==> src/rtl/cfa_pkg.sv <==
// Package for the chunked free-list block allocator.
// Holds pool size constants, command and status codes, and the result type.
package cfa_pkg;
	localparam int BLOCKS_PER_CHUNK = 8;
	localparam int MAX_CHUNKS = 8;
	localparam int BLOCK_W = 6;
	localparam int STATUS_W = 2;
	localparam int IN_USE_W = 7;
	localparam int CHUNK_CNT_W = 4;

	localparam logic CMD_ALLOC = 1'b0;
	localparam logic CMD_FREE = 1'b1;

	typedef enum logic [STATUS_W-1:0] {
		ST_GRANTED = 2'd0,
		ST_FREED = 2'd1,
		ST_OUT_OF_BLOCKS = 2'd2,
		ST_INVALID_FREE = 2'd3
	} status_t;

	typedef struct packed {
		logic [BLOCK_W-1:0] granted_block;
		status_t status;
		logic [IN_USE_W-1:0] in_use_count;
		logic [CHUNK_CNT_W-1:0] chunk_count;
	} result_t;
endpackage

==> src/rtl/cfa_if.sv <==
// Valid/ready channel interfaces for the allocator.
// Depends on cfa_pkg for field widths.
interface cfa_req_if;
	logic valid;
	logic ready;
	logic cmd;
	logic [cfa_pkg::BLOCK_W-1:0] block_id;
	modport source (output valid, cmd, block_id, input ready);
	modport sink (input valid, cmd, block_id, output ready);
endinterface

interface cfa_rsp_if;
	logic valid;
	logic ready;
	logic [cfa_pkg::BLOCK_W-1:0] granted_block;
	logic [cfa_pkg::STATUS_W-1:0] status;
	logic [cfa_pkg::IN_USE_W-1:0] in_use_count;
	logic [cfa_pkg::CHUNK_CNT_W-1:0] chunk_count;
	modport source (output valid, granted_block, status, in_use_count, chunk_count,
		input ready);
	modport sink (input valid, granted_block, status, in_use_count, chunk_count,
		output ready);
endinterface

==> src/rtl/chunked_free_list_block_allocator.sv <==
// Top level of the chunked free-list block allocator.
// Depends on cfa_pkg, cfa_if and cfa_link_ram.
//
// The req channel carries one command per transfer: allocate (cmd 0) or free
// of block_id (cmd 1). Each command gives exactly one transfer on rsp with
// the granted block, a status code, the blocks in use and the active chunks.
// Commands are handled one at a time by a small sequencer around two link
// memories (next and prev), each with one write and one registered read port.
// A plain allocate passes through the POP, POPW and POPF states and a plain
// free through FREE; both then stage the result and wait in OUT. Activating
// a chunk first pushes its nodes, one per ACT/RDW pair, and releasing a chunk
// unlinks its nodes, one per RELR/RELW pair reading both link memories, then
// clears it in RELF. req.ready is high only while the sequencer is idle. The
// result sits in an output register with a staging register behind it; while
// the receiver stalls, the block finishes one more command, then holds it and
// takes no new command. Reset (arst_n low) empties the list, deactivates all
// chunks and clears all counters; link memories are never read before they
// are written, so they need no clearing.
module chunked_free_list_block_allocator #(
	parameter int BLOCKS_PER_CHUNK = cfa_pkg::BLOCKS_PER_CHUNK,
	parameter int MAX_CHUNKS = cfa_pkg::MAX_CHUNKS
) (
	input logic clk,
	input logic arst_n,
	cfa_req_if.sink req,
	cfa_rsp_if.source rsp
);
	import cfa_pkg::*;

	localparam int BPC = (BLOCKS_PER_CHUNK < 3) ? 3 : BLOCKS_PER_CHUNK;
	localparam int TOTAL = BPC * MAX_CHUNKS;
	localparam int NW = $clog2(TOTAL + 1);
	localparam int AW = (TOTAL > 1) ? $clog2(TOTAL) : 1;
	localparam int SW = (MAX_CHUNKS > 1) ? $clog2(MAX_CHUNKS) : 1;
	localparam int KW = $clog2(BPC + 1);
	localparam int CW = $clog2(MAX_CHUNKS + 1);
	localparam logic [NW-1:0] NIL = NW'(TOTAL);

	typedef enum logic [10:0] {
		S_IDLE = 11'b00000000001,
		S_ACT = 11'b00000000010,
		S_POP = 11'b00000000100,
		S_POPW = 11'b00000001000,
		S_POPF = 11'b00000010000,
		S_FREE = 11'b00000100000,
		S_RELR = 11'b00001000000,
		S_RELW = 11'b00010000000,
		S_RELF = 11'b00100000000,
		S_OUT = 11'b01000000000,
		S_RDW = 11'b10000000000
	} state_t;

	state_t state_q;
	logic [NW-1:0] head_q;
	logic [TOTAL-1:0] taken_q;
	logic [MAX_CHUNKS-1:0] active_q;
	logic [KW-1:0] fcnt_q [MAX_CHUNKS];
	logic [NW-1:0] in_use_q;
	logic [CW-1:0] chunks_q;
	logic [SW-1:0] slot_q;
	logic [KW-1:0] k_q;
	logic [AW-1:0] node_q;
	logic [AW-1:0] blk_q;
	logic [NW-1:0] p_q, x_q;
	logic out_valid_q;
	result_t res_q;
	result_t pend_q;
	logic load_out;

	// Memory ports
	logic nwe, pwe;
	logic [AW-1:0] nwa, pwa, nra, pra;
	logic [NW-1:0] nwd, pwd, nrd, prd;

	cfa_link_ram #(.DEPTH(TOTAL), .AW(AW), .DW(NW)) u_next (
		.clk(clk), .we(nwe), .waddr(nwa), .wdata(nwd), .raddr(nra), .rdata(nrd));
	cfa_link_ram #(.DEPTH(TOTAL), .AW(AW), .DW(NW)) u_prev (
		.clk(clk), .we(pwe), .waddr(pwa), .wdata(pwd), .raddr(pra), .rdata(prd));

	// Slot of a block, found by comparing against the constant slot bases.
	function automatic logic [SW-1:0] slot_of(logic [AW-1:0] b);
		logic [SW-1:0] s;
		s = '0;
		for (int i = 1; i < MAX_CHUNKS; i++) begin
			if (32'(b) >= i * BPC) s = SW'(i);
		end
		return s;
	endfunction

	// Lowest inactive slot
	logic found;
	logic [SW-1:0] free_slot;
	always_comb begin
		found = 1'b0;
		free_slot = '0;
		for (int i = MAX_CHUNKS - 1; i >= 0; i--) begin
			if (!active_q[i]) begin
				found = 1'b1;
				free_slot = SW'(i);
			end
		end
	end

	logic [AW-1:0] slot_base;
	assign slot_base = AW'(slot_q * BPC);

	logic [SW-1:0] id_slot;
	logic id_ok;
	assign id_slot = slot_of(AW'(req.block_id));
	assign id_ok = (32'(req.block_id) < TOTAL) && active_q[id_slot]
		&& taken_q[AW'(req.block_id)];

	logic [SW-1:0] head_slot;
	assign head_slot = slot_of(head_q[AW-1:0]);

	assign req.ready = (state_q == S_IDLE);
	assign rsp.valid = out_valid_q;
	assign rsp.granted_block = res_q.granted_block;
	assign rsp.status = res_q.status;
	assign rsp.in_use_count = res_q.in_use_count;
	assign rsp.chunk_count = res_q.chunk_count;

	// Memory control
	always_comb begin
		nwe = 1'b0; pwe = 1'b0;
		nwa = '0; pwa = '0; nwd = '0; pwd = '0;
		nra = head_q[AW-1:0]; pra = head_q[AW-1:0];
		case (state_q)
			S_IDLE: begin
				if (req.valid && req.cmd == CMD_FREE && id_ok) begin
					// Push at head.
					nwe = 1'b1; nwa = AW'(req.block_id); nwd = head_q;
					pwe = 1'b1; pwa = AW'(req.block_id); pwd = NIL;
				end
			end
			S_FREE: begin
				if (p_q != NIL) begin
					pwe = 1'b1; pwa = p_q[AW-1:0]; pwd = NW'(blk_q);
				end
			end
			S_ACT: begin
				nwe = 1'b1; nwa = slot_base + AW'(k_q - 1'b1); nwd = head_q;
				pwe = 1'b1; pwa = slot_base + AW'(k_q - 1'b1); pwd = NIL;
			end
			S_RDW: begin
				// The node pushed last cycle becomes prev of the old head.
				if (x_q != NIL) begin
					pwe = 1'b1; pwa = x_q[AW-1:0]; pwd = head_q;
				end
			end
			S_POP: begin
				nra = head_q[AW-1:0];
			end
			S_POPW: begin
				if (nrd != NIL) begin
					pwe = 1'b1; pwa = nrd[AW-1:0]; pwd = NIL;
				end
			end
			S_RELR: begin
				nra = node_q; pra = node_q;
			end
			S_RELW: begin
				if (nrd != NIL) begin
					pwe = 1'b1; pwa = nrd[AW-1:0]; pwd = prd;
				end
				if (prd != NIL) begin
					nwe = 1'b1; nwa = prd[AW-1:0]; nwd = nrd;
				end
			end
			default: ;
		endcase
	end

	assign load_out = (state_q == S_OUT) && (!out_valid_q || rsp.ready);

	always_ff @(posedge clk or negedge arst_n) begin
		if (!arst_n) begin
			state_q <= S_IDLE;
			head_q <= NIL;
			taken_q <= '0;
			active_q <= '0;
			for (int i = 0; i < MAX_CHUNKS; i++) fcnt_q[i] <= '0;
			in_use_q <= '0;
			chunks_q <= '0;
			slot_q <= '0;
			k_q <= '0;
			node_q <= '0;
			blk_q <= '0;
			p_q <= NIL;
			x_q <= NIL;
			pend_q <= '0;
		end else begin
			case (state_q)
				S_IDLE: begin
					if (req.valid) begin
						blk_q <= AW'(req.block_id);
						if (req.cmd == CMD_ALLOC) begin
							if (head_q != NIL) begin
								state_q <= S_POP;
							end else if (found) begin
								slot_q <= free_slot;
								k_q <= KW'(BPC);
								state_q <= S_ACT;
							end else begin
								pend_q <= '{'0, ST_OUT_OF_BLOCKS, IN_USE_W'(in_use_q),
									CHUNK_CNT_W'(chunks_q)};
								state_q <= S_OUT;
							end
						end else if (!id_ok) begin
							pend_q <= '{'0, ST_INVALID_FREE, IN_USE_W'(in_use_q),
								CHUNK_CNT_W'(chunks_q)};
							state_q <= S_OUT;
						end else begin
							taken_q[AW'(req.block_id)] <= 1'b0;
							in_use_q <= in_use_q - 1'b1;
							fcnt_q[id_slot] <= fcnt_q[id_slot] + 1'b1;
							slot_q <= id_slot;
							p_q <= head_q;
							head_q <= NW'(req.block_id);
							state_q <= S_FREE;
						end
					end
				end
				S_FREE: begin
					// Prev of the old head is fixed this cycle.
					if (32'(fcnt_q[slot_q]) == BPC && chunks_q > CW'(1)) begin
						k_q <= '0;
						node_q <= slot_base;
						state_q <= S_RELR;
					end else begin
						pend_q <= '{'0, ST_FREED, IN_USE_W'(in_use_q),
							CHUNK_CNT_W'(chunks_q)};
						state_q <= S_OUT;
					end
				end
				S_ACT: begin
					x_q <= head_q;
					head_q <= NW'(slot_base + AW'(k_q - 1'b1));
					state_q <= S_RDW;
				end
				S_RDW: begin
					if (k_q == KW'(1)) begin
						active_q[slot_q] <= 1'b1;
						fcnt_q[slot_q] <= KW'(BPC);
						chunks_q <= chunks_q + 1'b1;
						state_q <= S_POP;
					end else begin
						k_q <= k_q - 1'b1;
						state_q <= S_ACT;
					end
				end
				S_POP: state_q <= S_POPW;
				S_POPW: begin
					head_q <= nrd;
					taken_q[head_q[AW-1:0]] <= 1'b1;
					fcnt_q[head_slot] <= fcnt_q[head_slot] - 1'b1;
					in_use_q <= in_use_q + 1'b1;
					blk_q <= head_q[AW-1:0];
					state_q <= S_POPF;
				end
				S_POPF: begin
					pend_q <= '{BLOCK_W'(blk_q), ST_GRANTED, IN_USE_W'(in_use_q),
						CHUNK_CNT_W'(chunks_q)};
					state_q <= S_OUT;
				end
				S_RELR: state_q <= S_RELW;
				S_RELW: begin
					if (prd == NIL) head_q <= nrd;
					if (32'(k_q) == BPC - 1) begin
						state_q <= S_RELF;
					end else begin
						k_q <= k_q + 1'b1;
						node_q <= node_q + 1'b1;
						state_q <= S_RELR;
					end
				end
				S_RELF: begin
					active_q[slot_q] <= 1'b0;
					fcnt_q[slot_q] <= '0;
					chunks_q <= chunks_q - 1'b1;
					pend_q <= '{'0, ST_FREED, IN_USE_W'(in_use_q),
						CHUNK_CNT_W'(chunks_q - 1'b1)};
					state_q <= S_OUT;
				end
				S_OUT: begin
					if (load_out) state_q <= S_IDLE;
				end
				default: state_q <= S_IDLE;
			endcase
		end
	end

	// Output register: loaded from the staging register once it is free.
	always_ff @(posedge clk or negedge arst_n) begin
		if (!arst_n) begin
			out_valid_q <= 1'b0;
			res_q <= '0;
		end else if (load_out) begin
			out_valid_q <= 1'b1;
			res_q <= pend_q;
		end else if (rsp.ready) begin
			out_valid_q <= 1'b0;
		end
	end

	a_one_hot: assert property (@(posedge clk) disable iff (!arst_n) $onehot(state_q))
		else $error("state not one-hot");
	a_ready_idle: assert property (@(posedge clk) disable iff (!arst_n)
		req.ready |-> !(state_q != S_IDLE))
		else $error("ready outside idle");
	a_count: assert property (@(posedge clk) disable iff (!arst_n)
		32'(chunks_q) <= MAX_CHUNKS)
		else $error("chunk count overflow");
	a_inuse: assert property (@(posedge clk) disable iff (!arst_n)
		32'(in_use_q) <= TOTAL)
		else $error("in-use count overflow");
endmodule

==> src/rtl/cfa_link_ram.sv <==
// One link array (next or prev) of the free list: one write and one read port.
// Read data is registered. Depends on nothing but its parameters.
module cfa_link_ram #(
	parameter int DEPTH = 64,
	parameter int AW = 6,
	parameter int DW = 7
) (
	input logic clk,
	input logic we,
	input logic [AW-1:0] waddr,
	input logic [DW-1:0] wdata,
	input logic [AW-1:0] raddr,
	output logic [DW-1:0] rdata
);
	logic [DW-1:0] mem [DEPTH];

	always_ff @(posedge clk) begin
		if (we) begin
			mem[waddr] <= wdata;
		end
		rdata <= mem[raddr];
	end
endmodule

==> src/flat_wrapper.sv <==
// flat-port wrapper written by rule: the top's interface ports become plain ports
module chunked_free_list_block_allocator_flat import cfa_pkg::*;
#(
	parameter int BLOCKS_PER_CHUNK = cfa_pkg::BLOCKS_PER_CHUNK,
	parameter int MAX_CHUNKS = cfa_pkg::MAX_CHUNKS
)
  (clk, arst_n, req_valid, req_cmd, req_block_id, req_ready, rsp_valid, rsp_granted_block, rsp_status, rsp_in_use_count, rsp_chunk_count, rsp_ready);
  cfa_req_if req_i ();
  cfa_rsp_if rsp_i ();
  input logic clk;
  input logic arst_n;
  input wire logic [$bits(req_i.valid)-1:0] req_valid;
  input wire logic [$bits(req_i.cmd)-1:0] req_cmd;
  input wire logic [$bits(req_i.block_id)-1:0] req_block_id;
  output wire logic [$bits(req_i.ready)-1:0] req_ready;
  output wire logic [$bits(rsp_i.valid)-1:0] rsp_valid;
  output wire logic [$bits(rsp_i.granted_block)-1:0] rsp_granted_block;
  output wire logic [$bits(rsp_i.status)-1:0] rsp_status;
  output wire logic [$bits(rsp_i.in_use_count)-1:0] rsp_in_use_count;
  output wire logic [$bits(rsp_i.chunk_count)-1:0] rsp_chunk_count;
  input wire logic [$bits(rsp_i.ready)-1:0] rsp_ready;
  assign req_i.valid = req_valid;
  assign req_i.cmd = req_cmd;
  assign req_i.block_id = req_block_id;
  assign req_ready = req_i.ready;
  assign rsp_valid = rsp_i.valid;
  assign rsp_granted_block = rsp_i.granted_block;
  assign rsp_status = rsp_i.status;
  assign rsp_in_use_count = rsp_i.in_use_count;
  assign rsp_chunk_count = rsp_i.chunk_count;
  assign rsp_i.ready = rsp_ready;
  chunked_free_list_block_allocator #(.BLOCKS_PER_CHUNK(BLOCKS_PER_CHUNK), .MAX_CHUNKS(MAX_CHUNKS)) u_core (.clk(clk), .arst_n(arst_n), .req(req_i), .rsp(rsp_i));
endmodule
==> config.mk <==
export PLATFORM = sky130hd
export DESIGN_NAME = chunked_free_list_block_allocator_flat
export DESIGN_NICKNAME = d
export VERILOG_FILES = /design/src/rtl/cfa_pkg.sv /design/src/rtl/cfa_if.sv /design/src/rtl/chunked_free_list_block_allocator.sv /design/src/rtl/cfa_link_ram.sv /design/src/flat_wrapper.sv
export SDC_FILE = /design/constraint.sdc
export NUM_CORES = 2
export LEC_CHECK = 0
export BUFFER_PORTS_ARGS = -buffer_cell sky130_fd_sc_hd__buf_2
export CORE_AREA = 8 8 306 308
export CTS_BUF_LIST = sky130_fd_sc_hd__clkbuf_16
export DETAILED_ROUTE_END_ITERATION = 12
export DIE_AREA = 0 0 314 316
export GPL_ROUTABILITY_DRIVEN = 0
export PLACE_DENSITY = 0.73
export SYNTH_ARGS = -nofsm -noshare
export SYNTH_HDL_FRONTEND = slang
export SYNTH_SLANG_ARGS = --single-unit
==> constraint.sdc <==
create_clock -name clk -period 3.63 [get_ports clk]
set_input_delay 0.1815 -clock clk [delete_from_list [all_inputs] [get_ports clk]]
set_output_delay 0.1815 -clock clk [all_outputs]
set_load 0.01 [all_outputs]
## Word level (Yosys, flattened, before mapping)

Memory sizes are Yosys's and may differ from the RTL's. A register that Yosys moved wholly into a read port is not among the register bits.
Index checks and enable logic that the tools add are counted.
W data, S select, Z words.

| storage, ports and cells | value |
|---|---|
| flip-flop bits (word level) | 205 |
| logic and storage cells | 301 |
| memories kept | 2 |
| output and inout bits | 21 |
| input port bits | 11 |
| memory bits (writable) | 896 |

| operators by class | value |
|---|---|
| $lt $le $gt $ge | 28 |
| $add $sub $neg | 12 |
| reductions and logical operators | 35 |
| multiplexer cells | 143 |
| bitwise operators | 14 |
| eq/ne operators | 38 |

Memory list:

| memory | words | bits a word | rd ports | clocked after Yosys merged registers in | write ports | line | RTL |
|---|---|---|---|---|---|---|---|
| u_core.u_next.mem | 64 | 7 | 1 | 1 | 1 | cfa_link_ram.sv:15 | `logic [DW-1:0] mem [DEPTH];` |
| u_core.u_prev.mem | 64 | 7 | 1 | 1 | 1 | cfa_link_ram.sv:15 |  |

Operators with widths:

| kind | number |
|---|---|
| $mux W64 | 3 |
| $mux W32 | 4 |
| $pmux W32 S4 | 1 |
| $pmux W64 S2 | 1 |
| $mux W19 | 6 |
| $pmux W11 S10 | 1 |
| $mux W7 | 13 |
| $pmux W19 S4 | 1 |
| $mux W4 | 17 |
| $and A64 B64 Y64 | 1 |
| $bwmux W32 | 2 |
| $not A64 Y64 | 1 |
| $or A64 B64 Y64 | 1 |
| $mux W3 | 21 |
| $mux W6 | 10 |
| $ge A6 B6 Y1 const B | 8 |
| $mux W11 | 4 |
| $pmux W7 S6 | 1 |
| $bmux W4 S3 | 3 |
| $demux W4 S3 | 3 |
| $ne A7 B7 Y1 const B | 5 |
| $and A32 B32 Y32 | 1 |
| $not A32 Y32 | 1 |
| $mux W10 | 3 |
| other kinds (72) | 158 |

## Logic depth before layout (Yosys ltp)

| depth | value |
|---|---|
| depth after elaboration | 18 |
| gate-level depth with buffers | 15 |
| depth with buffers taken out | 12 |

## Cells and area by module

A second synthesis with hierarchy kept.

| unflattened totals | value |
|---|---|
| cell total of the unflattened synthesis | 2954 |
| area total of the unflattened synthesis | 47466.8 um^2 |

By module, submodules not included:

| module | area an instance (um^2) | cells each | seq. area each (um^2) | times used |
|---|---|---|---|---|
| cfa_link_ram at u_core.u_next | 17673.2 | 837 | 13593.0 | 1 |
| cfa_link_ram at u_core.u_prev | 17635.7 | 827 | 13593.0 | 1 |
| chunked_free_list_block_allocator | 12157.9 | 1290 | 5134.9 | 1 |

## Worst setup path after synthesis

OpenSTA, ideal clock, no wires.

| timing | value |
|---|---|
| path kind | reg2reg |
| start | reg u_core.state_q[1] |
| end | mem u_core.u_next.mem[0][6] (data pin) |
| path buffers | 2 |
| period minus slack after synthesis | 3849 ps |
| path slack | -219 ps |
| data arrival time | 3483 ps |
| required time | 3264 ps |
| cell stages (with the launch flop) | 10 |
| setup time | 366 ps |
| cells stage by stage | dfrtp_1 -> or3_1 -> buf_2 -> or3_1 -> or3b_1 -> inv_2 -> nand3_4 -> buf_2 -> o21ai_2 -> a22o_1 |

| on the way | value |
|---|---|
| longest elaborated chain between the ends | 2 |
| elaborated cells on any way between the ends | 4 |
| classes of those cells | eq/ne (3); mux (1) |

RTL lines:

| element | line | RTL |
|---|---|---|
| start: declaration | chunked_free_list_block_allocator.sv:53 | `state_t state_q;` |
| start signal: assignment | chunked_free_list_block_allocator.sv:178 | `state_q <= S_IDLE;` |
| start signal: assignment | chunked_free_list_block_allocator.sv:199 | `state_q <= S_POP;` |
| start signal: assignment | chunked_free_list_block_allocator.sv:203 | `state_q <= S_ACT;` |
| $eq A11 B1 Y1 | n/a |  |
| named net req_ready | flat_wrapper.sv:15 | `output wire logic [$bits(req_i.ready)-1:0] req_ready;` |
| $pmux W7 S3 | chunked_free_list_block_allocator.sv:128 | `case (state_q)` |
| named net u_core.nwd[6] | chunked_free_list_block_allocator.sv:73 | `logic [NW-1:0] nwd, pwd, nrd, prd;` |
| end: declaration | cfa_link_ram.sv:15 |  |

The timed path passes the listed nets, and every way through them passes these cells.

## Worst setup path in the final report

| timing | value |
|---|---|
| start | reg u_core.state_q[4] |
| end | reg u_core.u_next.rdata[3], read port of u_core.u_next.mem |

| on the way | value |
|---|---|
| longest elaborated chain between the ends | 2 |

RTL lines:

| element | line | RTL |
|---|---|---|
| $eq A11 B7 Y1 | chunked_free_list_block_allocator.sv:128 |  |
| $mux W6 | chunked_free_list_block_allocator.sv:128 |  |
| end: declaration | cfa_link_ram.sv:13 | `output logic [DW-1:0] rdata` |

Every way passes these cells.
A chain may end at the register's enable or synchronous reset.

==> flow_summary.toml <==
[outcome]
status = "finished clean"

[cells_and_area]
layout.cell_area.non_filler_um2 = 56900
insertedDiodeCount = 0
layout_cells_sized_above_1 = 0.191
num-fill-cells = 6381
finalNonFillerCells = 5548
area_delta_synth_final_pct = 18.0
nets = 4321

[logic_synthesis]
netlist_area_pre_place_um2 = 48200
edff_count_synth = 896
synth_ff_type = "edfxtp_1"
yosys_warnings = 0
synth_top_cell_by_area = "edfxtp_1"
synth.top_cell.area_share = 0.558
asyncSetResetFlopFracSynth = 0.184
synth.most_common_cell = "edfxtp_1"
syn_nets = 3974
ys_top_cells_by_area = "edfxtp_1 (56%), dfrtp_1 (10%), nand2_1 (5.9%)"
synth_seq_area_share = 0.670
synth_seq_cells = 1115
syn_avg_cell_area_um2 = 12.2
post_synth_num_cell_types = 96
netlist_instances = 3941
post_synth_most_frequent_cells = "edfxtp_1 (896), nand2_1 (756), a21oi_1 (304), nor2_1 (224), dfrtp_1 (201)"

[worst_setup_path]
crit-reg2reg-launch = "u_core.state_q[4]"
critPathCaptureType = "register"
rrSetupSlack_ps = 10
worst_r2r_path_depth = 10
worstPathMaxFanout = 11
worstSetupPathType = "register to register"
regToRegEndpoint = "u_core.u_next.rdata[3]"
crit_arrival_ps = 4190
startpoint_type = "register"
crit_required_ps = 4200

[grt]
globalRouteTotalUtil = 0.275
largest_net_degree_at_the_start_of_global_routing = 90
antenna_found_initial = 1
grt_overflow_total = 0
first_global_vias = 34200
global_route_wire_length_before_repair_mm = 210

[routing]
final_antenna_net_count = 0
dr_drc_count = 0
initialDrtViolationCount = 4936
detail_route.wl_per_cell_um = 25.5
drt_pre_antenna_iters = 7
totalWireLength_mm = 142
routed-via-count = 35800
via_per_inst = 6.45

[cts]
clock_net_sink_count = 1115
cts_buffers = 107
clkLatencyLatePin_ps = 690
cts_tree = "yes"
cts_root_buf = "clkbuf_16"
max-clock-path-buffers = 3
htree_num_levels = 3
worst_setup_hold_path_clk_slew_ps = 60

[timing]
min_period_over_period = 0.997
finalMaxSlewViolations = 0
timing.final.hold_violations = 0
timing.setup.tns_ps = 0
grt_setup_unrepaired = "true"
fin_worst_skew_ps = 26.7
timing.final.ws_setup_ps = 9.53
timing.final.crit_period_ps = 3620
achievable-frequency_mhz = 276
worst_slew_pin_slew_ps = 900
setup_viol = 0
timing.max_slew.rel_slack = 0.400

[pwr]
fin_total_pwr_mw = 32.3
power_density_cells_nw_per_um2 = 567
leakage_nw = 20.6
vdd.ir_drop.worst_v = 0.000412

[floorplan]
die_width_um = 314
ios = 32
die_footprint_um2 = 99200
std_cell_rows = 110
dieHeight_um = 316
core_um2 = 89000
start_util = 0.542

[placement]
numPlacedInstances = 5326
placed_cell_area_um2 = 52800
dpl.hpwl_mm = 91.7
numPortBuffers = 31
placement.setup.worst_slack_ps = -127

[min_path]
hold_path.class = "primary input to asynchronous set/reset pin"

[run]
max-cap-violations = 0
worst max path at each step:
stage	startpoint	endpoint	slack, ps	cells after the start
after global routing	u_core.state_q[4]	u_core.u_next.rdata[0]	-60	13
after CTS	u_core.state_q[4]	u_core.u_prev.mem[31][2]	-90	10
after floorplan	u_core.state_q[1]	u_core.u_next.mem[11][0]	90	10
after detailed placement	u_core.state_q[1]	u_core.u_next.rdata[6]	-130	12
final	u_core.state_q[4]	u_core.u_next.rdata[3]	10	10
after global placement	u_core.state_q[1]	u_core.u_next.rdata[6]	-140	12
stage by stage:
| step | utilization | hold slack [ps] |
|---|---|---|
| 2_1_floorplan | - | -114 |
| 3_3_place_gp | 0.593 | 242 |
| 3_5_place_dp | 0.593 | 241 |
| 4_1_cts | 0.633 | 40.8 |
| 5_1_grt | 0.639 | 99.0 |
| 6_report | 0.639 | 60.4 |
power breakdown:
| part | switching [mW] | leakage, nW | internal [mW] |
|---|---|---|---|
| registers | 0.543 | 10.7 | 14.0 |
| logic | 4.24 | 8.11 | 2.46 |
| clock network | 4.79 | 1.76 | 6.27 |
| total | 9.57 | 20.6 | 22.7 |
sequential cells by signal (all words and copies together), names as in the netlist, 7 cells and up, named ones only:
signal,cells
u_core.x_q,7
u_core.taken_q,64
u_core.u_prev.rdata,7
u_core.p_q,7
u_core.in_use_q,7
u_core.u_next.mem,448
u_core.u_prev.mem,448
u_core.state_q,11
u_core.pend_q,19
u_core.u_next.rdata,7
u_core.head_q,7
u_core.rsp.in_use_count,7
routing by layer:
layer	vias to the layer above	GRT usage	wire (µm)
met5	-	0	0
li1	15500	-	-
met2	2414	0.439	65800
met3	457	0.0606	16400
met4	0	0.109	6090
met1	17400	0.367	53200
critical path, cell delays in order (launching register included):
cell	delay [ps]
dfrtp_1	400
or3_1	460
nor4_4	320
buf_4	170
buf_12	130
mux2_8	440
and3_2	300
a222oi_1	520
nand3_1	180
or3_1	330
a32o_1	250
area by class of cell:
| type | count | area (µm²) | share of cell area |
|---|---|---|---|
| sequential | 1115 | 32300 | 0.568 |
| multi-input combinational | 2545 | 15300 | 0.268 |
| timing repair buffer | 477 | 4240 | 0.0745 |
| clock buffer | 110 | 2750 | 0.0484 |
| tap | 1176 | 1470 | 0.0258 |
| clock inverter | 83 | 712 | 0.0125 |
| inverter | 42 | 158 | 0.00277 |
cell families (layout without fill, tap and decap cells):
| kind of cell | count (synthesis) | in the layout | synth area share |
|---|---|---|---|
| compound gates | 873 | 873 | 0.119 |
| xor+xnor | 23 | 23 | 0.00418 |
| fa+ha+maj | 22 | 22 | 0.00617 |
| buf+inv | 282 | 712 | 0.0244 |
| flops | 1115 | 1115 | 0.670 |
| mux | 196 | 197 | 0.0449 |
| simple gates | 1430 | 1430 | 0.132 |
timing repair:
item | in CTS | in global routing
endpoints found under the hold margin | 83 | 0
gates resized for setup | 16 | 69
hold buffers | 7 | 0
setup buffers | 0 | 18
pin swaps | 1 | 11
cloned | 0 | 4
setup endpoints to repair | 61 | 582
layout by cell type (no fill, tap or decap), types with 43 or more instances in the layout:
master,count
dfrtp_1,201
mux2i_1,105
a31oi_1,59
o22ai_1,51
o21ai_0,117
nand3_1,188
clkbuf_16,113
a21oi_1,302
buf_12,50
edfxtp_1,896
o31ai_1,43
nor2_1,209
inv_1,48
nand2_1,753
buf_4,381
mux2_2,70
Note: power is estimated with default switching activity, not from simulation.
